===== config.mk =====
export PLATFORM = sky130hd
export DESIGN_NAME = calendar_date_to_epoch_seconds
export DESIGN_NICKNAME = d
export VERILOG_FILES = /design/src/hdl/cdte_pkg.sv /design/src/hdl/cdte_split.sv /design/src/hdl/cdte_count.sv /design/src/hdl/cdte_scale.sv /design/src/hdl/calendar_date_to_epoch_seconds.sv
export VERILOG_INCLUDE_DIRS = /design/src /design/src/hdl
export SDC_FILE = /design/constraint.sdc
export NUM_CORES = 1
export LEC_CHECK = 0
export BUFFER_PORTS_ARGS = -buffer_cell sky130_fd_sc_hd__buf_2
export CAP_MARGIN = 25
export CORE_ASPECT_RATIO = 1.25
export CORE_MARGIN = 3
export CORE_UTILIZATION = 46
export DETAILED_ROUTE_END_ITERATION = 16
export GPL_TIMING_DRIVEN = 0
export PLACE_DENSITY = 0.74
export SETUP_SLACK_MARGIN = 0.4
export SKIP_CTS_REPAIR_TIMING = 1
export SYNTH_ARGS = -nofsm -noshare
export SYNTH_HDL_FRONTEND = slang
export SYNTH_SLANG_ARGS = --single-unit

===== constraint.sdc =====
create_clock -name clk -period 4.5 [get_ports clk]
set_clock_uncertainty 0.05 [all_clocks]
set_input_delay 0.9 -clock clk [delete_from_list [all_inputs] [get_ports clk]]
set_output_delay 0.9 -clock clk [all_outputs]
set_load 0.1 [all_outputs]

===== src/hdl/calendar_date_to_epoch_seconds_assert.svh =====
// Assertion macros shared by the date conversion modules.
// CDTE_ASSERT expects clk and arst_n in scope; CDTE_ASSERT_RST expects clk.
`ifndef CALENDAR_DATE_TO_EPOCH_SECONDS_ASSERT_SVH
`define CALENDAR_DATE_TO_EPOCH_SECONDS_ASSERT_SVH

`ifndef SYNTHESIS
`define CDTE_ASSERT(name, prop) \
	name: assert property (@(posedge clk) disable iff (!arst_n) prop) \
		else $error("cdte assertion failed");
`define CDTE_ASSERT_RST(name, prop) \
	name: assert property (@(posedge clk) prop) \
		else $error("cdte reset assertion failed");
`else
`define CDTE_ASSERT(name, prop)
`define CDTE_ASSERT_RST(name, prop)
`endif

`endif


===== src/hdl/cdte_pkg.sv =====
`timescale 1ns / 1ps

package cdte_pkg;

	localparam int YEAR_W  = 12;
	localparam int MONTH_W = 4;
	localparam int DAY_W   = 5;
	localparam int HOUR_W  = 5;
	localparam int MIN_W   = 6;
	localparam int SEC_W   = 6;
	localparam int EPOCH_W = 33;
	localparam int TOD_W   = 17;
	localparam int DAYS_W  = 20;
	localparam int ADJ_W   = 18;

	localparam logic [YEAR_W-1:0] EPOCH_YEAR = 12'd1970;
	localparam logic [9:0]        LEAPS_1969 = 10'd477;
	localparam logic [6:0]        ANY        = 7'd99;
	localparam logic [16:0]       SECS_DAY   = 17'd86400;
	localparam logic [TOD_W-1:0]  SECS_HOUR  = 17'd3600;
	localparam logic [TOD_W-1:0]  SECS_MIN   = 17'd60;
	localparam logic [15:0]       RECIP_25   = 16'd41944;

	typedef struct packed {
		logic [YEAR_W-1:0]  year;
		logic [MONTH_W-1:0] month;
		logic [DAY_W-1:0]   day;
		logic [HOUR_W-1:0]  hour;
		logic [MIN_W-1:0]   minute;
		logic [SEC_W-1:0]   second;
	} date_t;

	typedef struct packed {
		logic               en;
		logic [MONTH_W-1:0] sm;
		logic [6:0]         sd;
		logic [6:0]         sh;
		logic [MONTH_W-1:0] em;
		logic [6:0]         ed;
		logic [6:0]         eh;
	} window_t;

	typedef struct packed {
		logic               after_epoch;
		logic [YEAR_W-1:0]  years;
		logic [9:0]         q4;
		logic [5:0]         q100;
		logic [3:0]         q400;
		logic               leap;
		logic [MONTH_W-1:0] month;
		logic [DAY_W-1:0]   day;
		logic [HOUR_W-1:0]  hour;
		window_t            win;
		logic [TOD_W-1:0]   tod;
	} split_t;

	typedef struct packed {
		logic [DAYS_W-1:0]        days;
		logic signed [ADJ_W-1:0]  tod_adj;
		logic                     summer;
	} count_t;

	// x / 25 for x below 1024
	function automatic logic [5:0] div25(input logic [9:0] x);
		logic [25:0] p;
		p = 26'(x) * 26'(RECIP_25);
		return p[25:20];
	endfunction

	function automatic window_t win(input logic [MONTH_W-1:0] sm, input logic [6:0] sd,
			input logic [6:0] sh, input logic [MONTH_W-1:0] em, input logic [6:0] ed,
			input logic [6:0] eh);
		window_t w;
		w.en = 1'b1;
		w.sm = sm;
		w.sd = sd;
		w.sh = sh;
		w.em = em;
		w.ed = ed;
		w.eh = eh;
		return w;
	endfunction

	function automatic window_t summer_window(input logic [YEAR_W-1:0] y);
		window_t w;
		w = '0;
		case (y)
			12'd1980:
				w = win(4'd4, 7'd6, 7'd3, 4'd9, ANY, ANY);
			12'd1982, 12'd1993:
				w = win(4'd3, ANY, ANY, 4'd9, 7'd26, 7'd2);
			12'd1983, 12'd1988, 12'd1994:
				w = win(4'd3, ANY, ANY, 4'd9, 7'd25, 7'd2);
			12'd1984, 12'd1990:
				w = win(4'd3, 7'd25, 7'd3, 4'd9, ANY, ANY);
			12'd1989, 12'd1995:
				w = win(4'd3, 7'd26, 7'd3, 4'd9, 7'd24, 7'd2);
			12'd1996, 12'd1999, 12'd2002, 12'd2004, 12'd2016, 12'd2027:
				w = win(4'd3, ANY, ANY, 4'd10, ANY, ANY);
			12'd1997, 12'd2003, 12'd2008, 12'd2014, 12'd2025, 12'd2031:
				w = win(4'd3, ANY, ANY, 4'd10, 7'd26, 7'd2);
			12'd1998, 12'd2009, 12'd2015, 12'd2020, 12'd2026:
				w = win(4'd3, ANY, ANY, 4'd10, 7'd25, 7'd2);
			12'd2000, 12'd2006, 12'd2017, 12'd2023, 12'd2028:
				w = win(4'd3, 7'd26, 7'd3, 4'd10, ANY, ANY);
			12'd2001, 12'd2007, 12'd2012, 12'd2018, 12'd2029:
				w = win(4'd3, 7'd25, 7'd3, 4'd10, ANY, ANY);
			default: begin
				if (y > 12'd1980 && y < 12'd2005)
					w = win(4'd4, 7'd0, 7'd0, 4'd10, 7'd0, 7'd0);
				else if (y >= 12'd2005)
					w = win(4'd3, ANY, ANY, 4'd10, 7'd27, 7'd3);
				else
					w = '0;
			end
		endcase
		return w;
	endfunction

	// days in the months before m, February counted as 28
	function automatic logic [8:0] days_before_month(input logic [MONTH_W-1:0] m);
		logic [8:0] d;
		case (m)
			4'd2:    d = 9'd31;
			4'd3:    d = 9'd59;
			4'd4:    d = 9'd90;
			4'd5:    d = 9'd120;
			4'd6:    d = 9'd151;
			4'd7:    d = 9'd181;
			4'd8:    d = 9'd212;
			4'd9:    d = 9'd243;
			4'd10:   d = 9'd273;
			4'd11:   d = 9'd304;
			4'd12:   d = 9'd334;
			4'd13:   d = 9'd365;
			4'd14:   d = 9'd396;
			4'd15:   d = 9'd427;
			default: d = 9'd0;
		endcase
		return d;
	endfunction

endpackage


===== src/hdl/cdte_split.sv =====
`timescale 1ns / 1ps

module cdte_split (
	input  logic             clk,
	input  logic             arst_n,
	input  logic             in_valid,
	output logic             in_ready,
	input  cdte_pkg::date_t  in_date,
	output logic             out_valid,
	input  logic             out_ready,
	output cdte_pkg::split_t out_data
);

	logic             v_s1;
	cdte_pkg::split_t p_s1;
	cdte_pkg::split_t nxt;
	logic             rdy_s1;
	logic [11:0]      ym1;
	logic [9:0]       y4;
	logic [9:0]       y16;
	logic [5:0]       y4_q;
	logic [5:0]       y16_q;
	logic [10:0]      y4_back;
	logic [10:0]      y16_back;

	assign rdy_s1   = !v_s1 || out_ready;
	assign in_ready = rdy_s1;

	always_comb begin
		ym1      = in_date.year - 12'd1;
		y4       = in_date.year[11:2];
		y16      = {2'b00, in_date.year[11:4]};
		y4_q     = cdte_pkg::div25(y4);
		y16_q    = cdte_pkg::div25(y16);
		y4_back  = 11'(y4_q) * 11'd25;
		y16_back = 11'(y16_q) * 11'd25;

		nxt.after_epoch = in_date.year > cdte_pkg::EPOCH_YEAR;
		nxt.years       = in_date.year - cdte_pkg::EPOCH_YEAR;
		nxt.q4          = ym1[11:2];
		nxt.q100        = cdte_pkg::div25(ym1[11:2]);
		nxt.q400        = 4'(cdte_pkg::div25({2'b00, ym1[11:4]}));
		nxt.leap        = (in_date.year[1:0] == 2'b00 && y4_back != 11'(y4)) ||
				(in_date.year[3:0] == 4'b0000 && y16_back == 11'(y16));
		nxt.month       = in_date.month;
		nxt.day         = in_date.day;
		nxt.hour        = in_date.hour;
		nxt.win         = cdte_pkg::summer_window(in_date.year);
		nxt.tod         = 17'(in_date.second) +
				17'(in_date.minute) * cdte_pkg::SECS_MIN +
				17'(in_date.hour) * cdte_pkg::SECS_HOUR;
	end

	always_ff @(posedge clk or negedge arst_n) begin
		if (!arst_n) begin
			v_s1 <= 1'b0;
		end else if (rdy_s1) begin
			v_s1 <= in_valid;
		end
	end

	always_ff @(posedge clk) begin
		if (rdy_s1 && in_valid) begin
			p_s1 <= nxt;
		end
	end

	assign out_valid = v_s1;
	assign out_data  = p_s1;

`include "calendar_date_to_epoch_seconds_assert.svh"

	`CDTE_ASSERT(a_accept_loads, (in_valid && in_ready) |=> v_s1)

endmodule


===== src/hdl/cdte_count.sv =====
`timescale 1ns / 1ps

module cdte_count (
	input  logic             clk,
	input  logic             arst_n,
	input  logic             in_valid,
	output logic             in_ready,
	input  cdte_pkg::split_t in_data,
	output logic             out_valid,
	input  logic             out_ready,
	output cdte_pkg::count_t out_data
);

	logic                    v_s2;
	logic                    rdy_s2;
	logic [19:0]             yd_s2;
	logic [9:0]              ladj_s2;
	logic [8:0]              mdays_s2;
	logic                    summer_s2;
	logic [16:0]             tod_s2;
	logic                    v_s3;
	logic                    rdy_s3;
	cdte_pkg::count_t        p_s3;

	logic [19:0]             yd;
	logic [10:0]             ladj_w;
	logic [8:0]              mdays;
	logic                    after_start;
	logic                    before_end;
	logic [6:0]              d7;
	logic [6:0]              h7;
	cdte_pkg::window_t       w;
	cdte_pkg::count_t        nxt3;

	assign rdy_s3   = !v_s3 || out_ready;
	assign rdy_s2   = !v_s2 || rdy_s3;
	assign in_ready = rdy_s2;

	always_comb begin
		w      = in_data.win;
		d7     = 7'(in_data.day);
		h7     = 7'(in_data.hour);
		yd     = in_data.after_epoch ? 20'(in_data.years) * 20'd365 : 20'd0;
		ladj_w = 11'(in_data.q4) - 11'(in_data.q100) + 11'(in_data.q400) -
				11'(cdte_pkg::LEAPS_1969);
		mdays  = cdte_pkg::days_before_month(in_data.month) +
				9'(in_data.leap && in_data.month >= 4'd3) + 9'(in_data.day);
		after_start = (in_data.month > w.sm) ||
				(in_data.month == w.sm && d7 > w.sd) ||
				(in_data.month == w.sm && d7 == w.sd && h7 >= w.sh);
		before_end  = (in_data.month < w.em) ||
				(in_data.month == w.em && d7 < w.ed) ||
				(in_data.month == w.em && d7 == w.ed && h7 < w.eh);
	end

	always_ff @(posedge clk or negedge arst_n) begin
		if (!arst_n) begin
			v_s2 <= 1'b0;
		end else if (rdy_s2) begin
			v_s2 <= in_valid;
		end
	end

	always_ff @(posedge clk) begin
		if (rdy_s2 && in_valid) begin
			yd_s2     <= yd;
			ladj_s2   <= in_data.after_epoch ? ladj_w[9:0] : 10'd0;
			mdays_s2  <= mdays;
			summer_s2 <= w.en && after_start && before_end;
			tod_s2    <= in_data.tod;
		end
	end

	// day count is offset by one; the local offset and the day offset fold into tod_adj
	always_comb begin
		nxt3.days    = yd_s2 + 20'(ladj_s2) + 20'(mdays_s2);
		nxt3.tod_adj = $signed(18'(tod_s2) - 18'd90000 -
				(summer_s2 ? 18'(cdte_pkg::SECS_HOUR) : 18'd0));
		nxt3.summer  = summer_s2;
	end

	always_ff @(posedge clk or negedge arst_n) begin
		if (!arst_n) begin
			v_s3 <= 1'b0;
		end else if (rdy_s3) begin
			v_s3 <= v_s2;
		end
	end

	always_ff @(posedge clk) begin
		if (rdy_s3 && v_s2) begin
			p_s3 <= nxt3;
		end
	end

	assign out_valid = v_s3;
	assign out_data  = p_s3;

`include "calendar_date_to_epoch_seconds_assert.svh"

	`CDTE_ASSERT(a_summer_span, (v_s2 && summer_s2) |-> (mdays_s2 >= 9'd59 && mdays_s2 <= 9'd305))

endmodule


===== src/hdl/cdte_scale.sv =====
`timescale 1ns / 1ps

module cdte_scale (
	input  logic             clk,
	input  logic             arst_n,
	input  logic             in_valid,
	output logic             in_ready,
	input  cdte_pkg::count_t in_data,
	output logic             out_valid,
	input  logic             out_ready,
	output logic [32:0]      epoch,
	output logic             summer
);

	logic                    v_s4;
	logic                    rdy_s4;
	logic [32:0]             dsec_s4;
	logic signed [17:0]      adj_s4;
	logic                    summer_s4;
	logic                    v_s5;
	logic                    rdy_s5;
	logic [32:0]             epoch_s5;
	logic                    summer_s5;
	logic [36:0]             prod;

	assign rdy_s5   = !v_s5 || out_ready;
	assign rdy_s4   = !v_s4 || rdy_s5;
	assign in_ready = rdy_s4;
	assign prod     = 37'(in_data.days) * 37'(cdte_pkg::SECS_DAY);

	always_ff @(posedge clk or negedge arst_n) begin
		if (!arst_n) begin
			v_s4 <= 1'b0;
			v_s5 <= 1'b0;
		end else begin
			if (rdy_s4)
				v_s4 <= in_valid;
			if (rdy_s5)
				v_s5 <= v_s4;
		end
	end

	always_ff @(posedge clk) begin
		if (rdy_s4 && in_valid) begin
			dsec_s4   <= prod[32:0];
			adj_s4    <= in_data.tod_adj;
			summer_s4 <= in_data.summer;
		end
		if (rdy_s5 && v_s4) begin
			epoch_s5  <= dsec_s4 + {{15{adj_s4[17]}}, adj_s4};
			summer_s5 <= summer_s4;
		end
	end

	assign out_valid = v_s5;
	assign epoch     = epoch_s5;
	assign summer    = summer_s5;

`include "calendar_date_to_epoch_seconds_assert.svh"

	`CDTE_ASSERT(a_s4_holds, (v_s4 && !rdy_s4) |=> (v_s4 && $stable(dsec_s4)))

endmodule


===== src/hdl/calendar_date_to_epoch_seconds.sv =====
`timescale 1ns / 1ps
// Path: five register stages from the input accept to m_tvalid high
// (split, two count stages, day scaling multiply, output register).
// Throughput: one item per cycle; each stage holds under backpressure and bubbles close up.
// Reset: arst_n low clears all stage valid bits at once; the output shows no item.

module calendar_date_to_epoch_seconds (
	input  logic        clk,
	input  logic        arst_n,
	input  logic        s_tvalid,
	output logic        s_tready,
	// year[11:0], month[15:12], day[20:16], hour[25:21], minute[31:26], second[37:32], zero
	input  logic [39:0] s_tdata,
	output logic        m_tvalid,
	input  logic        m_tready,
	// epoch_seconds[32:0], zero
	output logic [39:0] m_tdata,
	// summer_time[0]
	output logic [0:0]  m_tuser
);

	cdte_pkg::date_t  date;
	cdte_pkg::split_t split_d;
	cdte_pkg::count_t count_d;
	logic             split_v;
	logic             split_r;
	logic             count_v;
	logic             count_r;
	logic [32:0]      epoch;
	logic             summer;

	always_comb begin
		date.year   = s_tdata[11:0];
		date.month  = s_tdata[15:12];
		date.day    = s_tdata[20:16];
		date.hour   = s_tdata[25:21];
		date.minute = s_tdata[31:26];
		date.second = s_tdata[37:32];
	end

	cdte_split u_split (
		.clk       (clk),
		.arst_n    (arst_n),
		.in_valid  (s_tvalid),
		.in_ready  (s_tready),
		.in_date   (date),
		.out_valid (split_v),
		.out_ready (split_r),
		.out_data  (split_d)
	);

	cdte_count u_count (
		.clk       (clk),
		.arst_n    (arst_n),
		.in_valid  (split_v),
		.in_ready  (split_r),
		.in_data   (split_d),
		.out_valid (count_v),
		.out_ready (count_r),
		.out_data  (count_d)
	);

	cdte_scale u_scale (
		.clk       (clk),
		.arst_n    (arst_n),
		.in_valid  (count_v),
		.in_ready  (count_r),
		.in_data   (count_d),
		.out_valid (m_tvalid),
		.out_ready (m_tready),
		.epoch     (epoch),
		.summer    (summer)
	);

	assign m_tdata = {7'd0, epoch};
	assign m_tuser = summer;

`include "calendar_date_to_epoch_seconds_assert.svh"

	`CDTE_ASSERT_RST(a_reset_empty, !arst_n |-> !m_tvalid)

endmodule

==> flow_results.org, run 1 <==
** Critical path
- Startpoint-to-endpoint class of the critical path :: primary input to register
- For the worst setup path, the data arrival time is 7820 ps.
- CP delay by family, top :: adder cells
- For this design, the slowest cell found on the critical path is sky130_fd_sc_hd__fa_1.
- STA classifies the critical path startpoint as a primary input.
- Endpoint kind of the worst setup timing path :: register
- Among the stages of the critical path, the cell type that occurs most often is sky130_fd_sc_hd__ha_4.
- Crit path largest cell delay :: 570 ps
- Reg-to-reg critical path startpoint :: u_count.out_data[25]$_DFFE_PP_
- Number of buffer and inverter stages on the critical path :: 7
- For the worst setup path, the data required time is 4760 ps.
- Worst setup path startpoint :: s_tdata[3]
- In this run the worst path has a maximum fanout of 10.

** Synthesis
- In the synthesized netlist the async set-or-reset flop fraction comes to 0.0185.
- Mean cell area of the mapped netlist :: 10.8 um2
- In this run, synthesis produced a sequential element count of 270.
- During synthesis, Yosys emitted a total of 0 warnings.
- Count of flip-flops with a built-in enable after synthesis :: 256
- For this run, the register share of the synthesized area comes to 0.296.
- Counting every instance in the synthesized netlist gives 2,496.
- Leading register cell type out of synthesis :: sky130_fd_sc_hd__edfxtp_1
- Summing every instance area after synthesis gives 0.0270 mm2.
- In this run, distinct cell masters in the synthesized netlist total 83.

** Layout
- The library cell used most frequently in the layout, excluding fill and tap cells, is sky130_fd_sc_hd__inv_1.
- Post-route cell area :: 0.0314 mm2
- The top cell types in the final layout, fill and taps aside, are sky130_fd_sc_hd__inv_1, sky130_fd_sc_hd__ha_1, sky130_fd_sc_hd__edfxtp_1, sky130_fd_sc_hd__fa_1, sky130_fd_sc_hd__xnor2_1.
- The finished layout holds 3,466 standard cells, fillers aside.
- The repair_antennas step left the layout with diodes totalling 0.
- Relative to the synthesized area, the layout overhead comes to 16.3%.
- Of the cells placed in the final design, the portion with a size suffix greater than 1 is 0.167.
- Measured on the finished design, the core utilization comes to 0.545.
- Post-layout nets :: 3,453

** Drt
- WL/cell :: 15.9 um
- DRC violations left :: 0
- For this block, the initial DRC count from the detailed router was 702.
- Length of the first detailed-routing pass in iterations :: 8
- Via count :: 18,000
- Dividing the detail-routed via count by the number of cells gives 5.20.
- Final routed wirelength across all metal layers :: 55,100 um
- Once detail routing completed, the nets flagged for antenna violations numbered 0.

** GRT
- Across every metal layer, demand over resource in global routing totals 0.171.
- Initial antenna violation count :: 0
- Global routing finished with a remaining overflow of 0.
- First-pass GRT wire length :: 88,100 um
- Maximum number of pins on one net before global-route repair :: 87
- Number of global-route vias before repair :: 18,900

** Timing
- RSZ-0062 raised after global routing :: true
- Of the available clock period, the critical path in the final layout requires 1.68.
- Actual transition at the worst max-transition pin :: 1100 ps
- Pins Over Slew Limit :: 0
- For this run, the top clock speed supported by timing is 0.132 GHz.
- Crit path time final :: 7570 ps
- Setup violations remaining at the end of the flow were counted as 20.
- Worst relative slew slack :: 0.261
- Hold is met by 90.2 ps.
- The final hold violation count came to 0.
- Worst path setup slack after routing :: -3070 ps

** Outcome
- Failing checks :: setup timing
- The run finished, with violations left.

** Floorplan
- The total area inside the core boundary comes to 0.0576 mm2.
- Horizontal extent of the die :: 223 um
- The floorplan step defined a die boundary enclosing 0.0617 mm2.
- The floorplan has 98 rows.
- For this configuration, the core starts out at a cell density of 0.469.
- Number of top-level design ports :: 87
- The die is 277 um tall.

** Clock network
- CTS saw 270 sinks.
- CTS built an H-tree with a depth of 1.
- CTS tree :: done
- CTS placed an instance of sky130_fd_sc_hd__clkbuf_16 at the clock tree root.
- Clock-pin slew was measured on the worst setup and hold paths at 60 ps.
- Insertion delay to the later sink of the worst-skew pair :: 570 ps
- TritonCTS Buffers :: 30
- The clock passes through at most 3 buffers.

** Placement
- The congestion estimate from routability-driven global placement came to 0.915.
- Total placed cells including tap cells :: 3,332
- Number of buffers added on ports :: 77
- Total cell area at the placement stage :: 0.0289 mm2
- Detailed-placement wirelength estimate :: 44,200 um

** Hold path
- In this run the worst hold path is classified as primary input to asynchronous set/reset pin.

** Job
- Number of maximum-capacitance constraint violations :: 0
==> cells in the mapped netlist, types with 5 or more instances <==
cell type | number | share of area
sky130_fd_sc_hd__nor3b_1 | 7 | 0.0019
sky130_fd_sc_hd__and3_1 | 14 | 0.0032
sky130_fd_sc_hd__nor2_1 | 82 | 0.011
sky130_fd_sc_hd__nand2_1 | 68 | 0.0094
sky130_fd_sc_hd__a221oi_1 | 6 | 0.0019
sky130_fd_sc_hd__nor3_1 | 29 | 0.0054
sky130_fd_sc_hd__dfrtp_1 | 5 | 0.0046
sky130_fd_sc_hd__o31ai_1 | 7 | 0.0019
sky130_fd_sc_hd__buf_4 | 10 | 0.0028
sky130_fd_sc_hd__a41o_1 | 6 | 0.0022
sky130_fd_sc_hd__clkbuf_1 | 6 | 0.00083
sky130_fd_sc_hd__a211oi_1 | 10 | 0.0028
sky130_fd_sc_hd__a21o_1 | 39 | 0.011
sky130_fd_sc_hd__nor2b_1 | 32 | 0.0074
sky130_fd_sc_hd__dfxtp_1 | 9 | 0.0067
sky130_fd_sc_hd__inv_1 | 531 | 0.074
sky130_fd_sc_hd__nand3_1 | 32 | 0.0059
sky130_fd_sc_hd__and2_1 | 37 | 0.0086
sky130_fd_sc_hd__a21boi_0 | 6 | 0.0017
sky130_fd_sc_hd__fa_1 | 215 | 0.16
sky130_fd_sc_hd__xnor2_1 | 151 | 0.049
sky130_fd_sc_hd__o2111ai_1 | 6 | 0.0019
sky130_fd_sc_hd__o211ai_1 | 5 | 0.0014
sky130_fd_sc_hd__o21ai_0 | 70 | 0.013
sky130_fd_sc_hd__nand2b_1 | 21 | 0.0049
sky130_fd_sc_hd__a21oi_1 | 100 | 0.019
sky130_fd_sc_hd__o21a_1 | 19 | 0.0053
sky130_fd_sc_hd__a31oi_1 | 19 | 0.0044
sky130_fd_sc_hd__xor2_1 | 46 | 0.015
sky130_fd_sc_hd__o21bai_1 | 24 | 0.0067
sky130_fd_sc_hd__nor4_1 | 8 | 0.0019
sky130_fd_sc_hd__ha_1 | 502 | 0.23
sky130_fd_sc_hd__edfxtp_1 | 256 | 0.28
sky130_fd_sc_hd__or2_2 | 8 | 0.0019
sky130_fd_sc_hd__nand4_1 | 19 | 0.0044
==> cell type report <==
type | count | area [um2]
Sequential cell | 270 | 7990
Tap cell | 750 | 938
Fill cell | 4781 | 26200
Timing Repair Buffer | 158 | 1150
Clock inverter | 21 | 258
Buffer | 22 | 163
Inverter | 534 | 2040
Multi-Input combinational cell | 1676 | 18100
Clock buffer | 35 | 779
==> cells by family (layout without fill, tap and decap cells) <==
family	count (synthesis)	in the layout	synth area share
AOI/OAI and AO/OA	362	362	0.0889
adders and majority gates	717	717	0.392
DFF	270	270	0.296
other	1	7	0.000139
muxes	8	8	0.00449
xor gates and xnor gates	198	198	0.0647
buffers and inverters	556	770	0.0794
and+or+nand+nor	384	384	0.0749
==> per-layer routing <==
layer  track usage  wire length (um)
met5             0                 0
met1         0.190             21200
met4        0.0616              2180
met2         0.333             30100
met3        0.0198              1640
==> through the flow <==
step	setup TNS (ps)	worst slack, ps
global placement	-38900	-4580
global route	-30530	-3410
detailed placement	-41040	-4660
floorplan	-18850	-3030
CTS	-31230	-4080
finish	-26640	-3070
==> registers in the layout, summed over array words and instances (netlist names), named ones only <==
register / count
u_split.out_valid: 1
u_split.out_data: 81
u_scale.v_s4: 1
u_scale.out_valid: 1
u_count.out_valid: 1
u_scale.summer_s4: 1
u_scale.summer: 1
u_count.tod_s2: 17
u_scale.dsec_s4: 26
u_count.mdays_s2: 9
u_count.v_s2: 1
u_count.ladj_s2: 10
u_count.summer_s2: 1
u_count.yd_s2: 20
u_scale.epoch: 33
u_scale.adj_s4: 18
u_count.out_data: 39
==> worst paths after layout <==
path	end	depth (start not counted)	slack, ps
max reg2reg	u_scale.dsec_s4[30]$_DFFE_PP_	20	-380
min reg2reg	u_scale.epoch[0]$_DFFE_PP_	0	370
max in group asynchronous	u_count.v_s2$_DFFE_PN0P_	1	4180
max	u_split.out_data[68]$_DFFE_PP_	32	-3070
min	u_split.out_valid$_DFFE_PN0N_	1	90
min in group clk	u_scale.epoch[0]$_DFFE_PP_	0	370
Power of run 1 is not shown: default switching activity piles up to over one toggle a cycle in this logic, so the estimate is an artifact.
==> run 2: changes to the inputs <==
--- a/config.mk
+++ b/config.mk
@@ -10,3 +10,3 @@
 export CAP_MARGIN = 25
-export CORE_ASPECT_RATIO = 1.25
+export CORE_ASPECT_RATIO = 1.2
 export CORE_MARGIN = 3
==> constraint.sdc (replaced) <==
create_clock -name clk -period 4.5 [get_ports clk]
set_clock_uncertainty 0.05 [all_clocks]
set_input_delay 0.225 -clock clk [delete_from_list [all_inputs] [get_ports clk]]
set_output_delay 0.225 -clock clk [all_outputs]
set_load 0.1 [all_outputs]
==> run 2 against run 1 <==
The run ends with hold timing, setup timing left. Hold slack got worse by 110 ps. First-iteration DRC count decreased by 9.4%. Non-clock buffer count increased by 66. Core utilization increased by 1.8 points. Sequential share of layout area decreased by 0.81 points. Cell count increased by 1.5%. Via count increased by 1.8%. Wire length increased by 2.1%. Setup slack improved by 700 ps. Register-to-register slack improved by 20 ps. Critical endpoint unchanged.
==> flow_results.org, run 2 (synthesis gave the netlist of run 1 again) <==
** Clock network
- Post-CTS clock slew at the launch and capture registers of the worst setup and hold paths :: 70 ps
- Insertion delay to the later sink of the worst-skew pair :: 590 ps
- Clock tree synthesis inserted a total of 31 buffers.
- Root buffer cell :: sky130_fd_sc_hd__clkbuf_16
- In this run the number of H-tree levels came out at 1.
- TritonCTS built the clock tree.
- Worst-case clock buffer depth :: 3
- The tree built by TritonCTS fans out to 270 sinks.

** Layout
- 0 antenna diodes ended up in the layout.
- The top cell types in the final layout, fill and taps aside, are sky130_fd_sc_hd__inv_1, sky130_fd_sc_hd__ha_1, sky130_fd_sc_hd__edfxtp_1, sky130_fd_sc_hd__fa_1, sky130_fd_sc_hd__xnor2_1.
- Fin cells :: 3,519
- Final core utilization :: 0.563
- The filler cells instantiated in the layout total 4,624.
- In the final layout, the share of cells above drive strength 1 is 0.184.
- The register with the most flip-flops in the layout has 81 of them.
- Summing all multi-input logic gate instances after layout gives 0.0184 mm2.
- Footprint of the flip-flops and latches :: 0.00799 mm2
- P&R area growth vs syn :: 20.1%
- Most frequent standard cell in the layout excluding fill and tap cells :: sky130_fd_sc_hd__inv_1
- In the final design database the tool counted 3,520 nets.

** Critical path
- Register-to-register path setup slack :: -360 ps
- The worst register-to-register path has a depth of 19.
- Crit-path most repeated cell :: sky130_fd_sc_hd__ha_4
- Data required time at the worst endpoint :: 4760 ps
- In this design, the stage delay of the slowest critical-path cell is 600 ps.
- The endpoint identified for the worst register-to-register timing path is u_scale.dsec_s4[32]$_DFFE_PP_.
- Maximum fanout along the worst path :: 5
- The worst setup path is of the primary input to register kind.
- The startpoint identified for the worst register-to-register timing path is u_count.out_data[25]$_DFFE_PP_.
- CP startpoint kind :: primary input
- Critical path arrival :: 7130 ps
- STA classifies the critical path endpoint as a register.
- Slowest cell on crit path :: sky130_fd_sc_hd__fa_2

** Drt
- Per-cell via count in the routed design :: 5.21
- After the first detailed-routing iteration, the DRC count stood at 636.
- WL/cell :: 16.0 um
- For this run, design rule violations remaining after detail routing come to 0.
- Final routed wirelength across all metal layers :: 56,300 um
- Via count :: 18,300
- The count of nets left with antenna violations once routing finished came out at 0.
- Length of the first detailed-routing pass in iterations :: 5

** Floorplan
- The total area inside the core boundary comes to 0.0577 mm2.
- Horizontal extent of the die :: 227 um
- The die covers 0.0617 mm2.
- During I/O placement, the number of pins put on the boundary was 87.
- DIE HEIGHT :: 272 um
- In this run the core area contains 96 standard-cell rows.
- For this configuration, the core starts out at a cell density of 0.469.

** Outcome
- The final reports fail on hold timing, setup timing.
- Status :: finished with violations

** Hold path
- Worst hold path type :: primary input to register
- The worst hold path was traced through 4 stages.
- In this run the most critical hold path is launched from m_tready.
- For hold timing, the worst endpoint is u_scale.v_s4$_DFFE_PN0P_.

** GRT
- Maximum number of pins on one net before global-route repair :: 87
- The initial antenna violation count came to 0.
- The via count of the first global-routing pass came to 18,800.
- After global routing the overflow that remains totals 0.
- The first global-routing pass estimated 88,000 um of wire.
- GRT Resource Usage Total :: 0.174

** Timing
- Number of endpoints failing setup at the final stage :: 16
- Crit path time final :: 6870 ps
- After routing, the total negative slack on setup checks comes to -11,210 ps.
- Worst relative slew slack :: 0.295
- Peak Freq :: 0.146 GHz
- At the pin with the least slew margin, the transition time is 1050 ps.
- RSZ-0062 raised after global routing :: true
- Period Utilization, post-route :: 1.53
- The final hold violation count was 2.
- Pins Over Slew Limit :: 0
- Once routing completed, OpenROAD measured the worst setup slack at -2370 ps.
- Hold timing on the final database bottoms out at a slack of -24.4 ps.

** Placement
- Detailed-placement wirelength estimate :: 43,700 um
- Total placed cells including tap cells :: 3,318
- Number of buffers added on ports :: 77
- Routability-driven placement finished with a final weighted congestion of 0.886.

** Job
- Across the run, the number of max-cap violations was 0.
## run 2: per-layer routing
metal	up-vias	share of wire	GRT usage
met5	-	0	0
met4	0	0.035	0.0606
met3	125	0.029	0.0208
met2	314	0.54	0.330
met1	8937	0.39	0.199
li1	8960	-	-
## run 2: critical path, delay by kind of cell
family	cells	cell delay [ps]
adders and majority gates	10	3880
AOI/OAI and AO/OA	10	1470
and+or+nand+nor	5	700
buffers and inverters	5	470
xor gates and xnor gates	2	360
## run 2: how the worst max path moves through the flow
stage          startpoint                        endpoint  cells after the start
2_1_floorplan  s_tdata[8]  u_split.out_data[68]$_DFFE_PP_                     30
3_3_place_gp   s_tdata[6]  u_split.out_data[68]$_DFFE_PP_                     30
3_5_place_dp   s_tdata[6]  u_split.out_data[68]$_DFFE_PP_                     30
4_1_cts        s_tdata[6]  u_split.out_data[68]$_DFFE_PP_                     30
5_1_grt        s_tdata[8]  u_split.out_data[68]$_DFFE_PP_                     32
6_report       s_tdata[8]  u_split.out_data[68]$_DFFE_PP_                     32
## run 2: metrics by stage
stage          instance area [um2]  setup slack [ps]
5_1_grt                      32500             -2630
4_1_cts                      30000             -3400
3_3_place_gp                 28800             -3840
2_1_floorplan                27500             -2360
6_report                     32500             -2370
3_5_place_dp                 28800             -3960
## run 2: cell type report
cell class | instances | area share
plain buffers | 22 | 0.00559
clock buffers | 41 | 0.0263
clock inverters | 17 | 0.00952
inverters | 534 | 0.0634
multi-input cells | 1676 | 0.566
flip-flops and latches | 270 | 0.246
well taps | 735 | 0.0283
repair buffers | 224 | 0.0550
Power of run 2 is left out for the same reason.
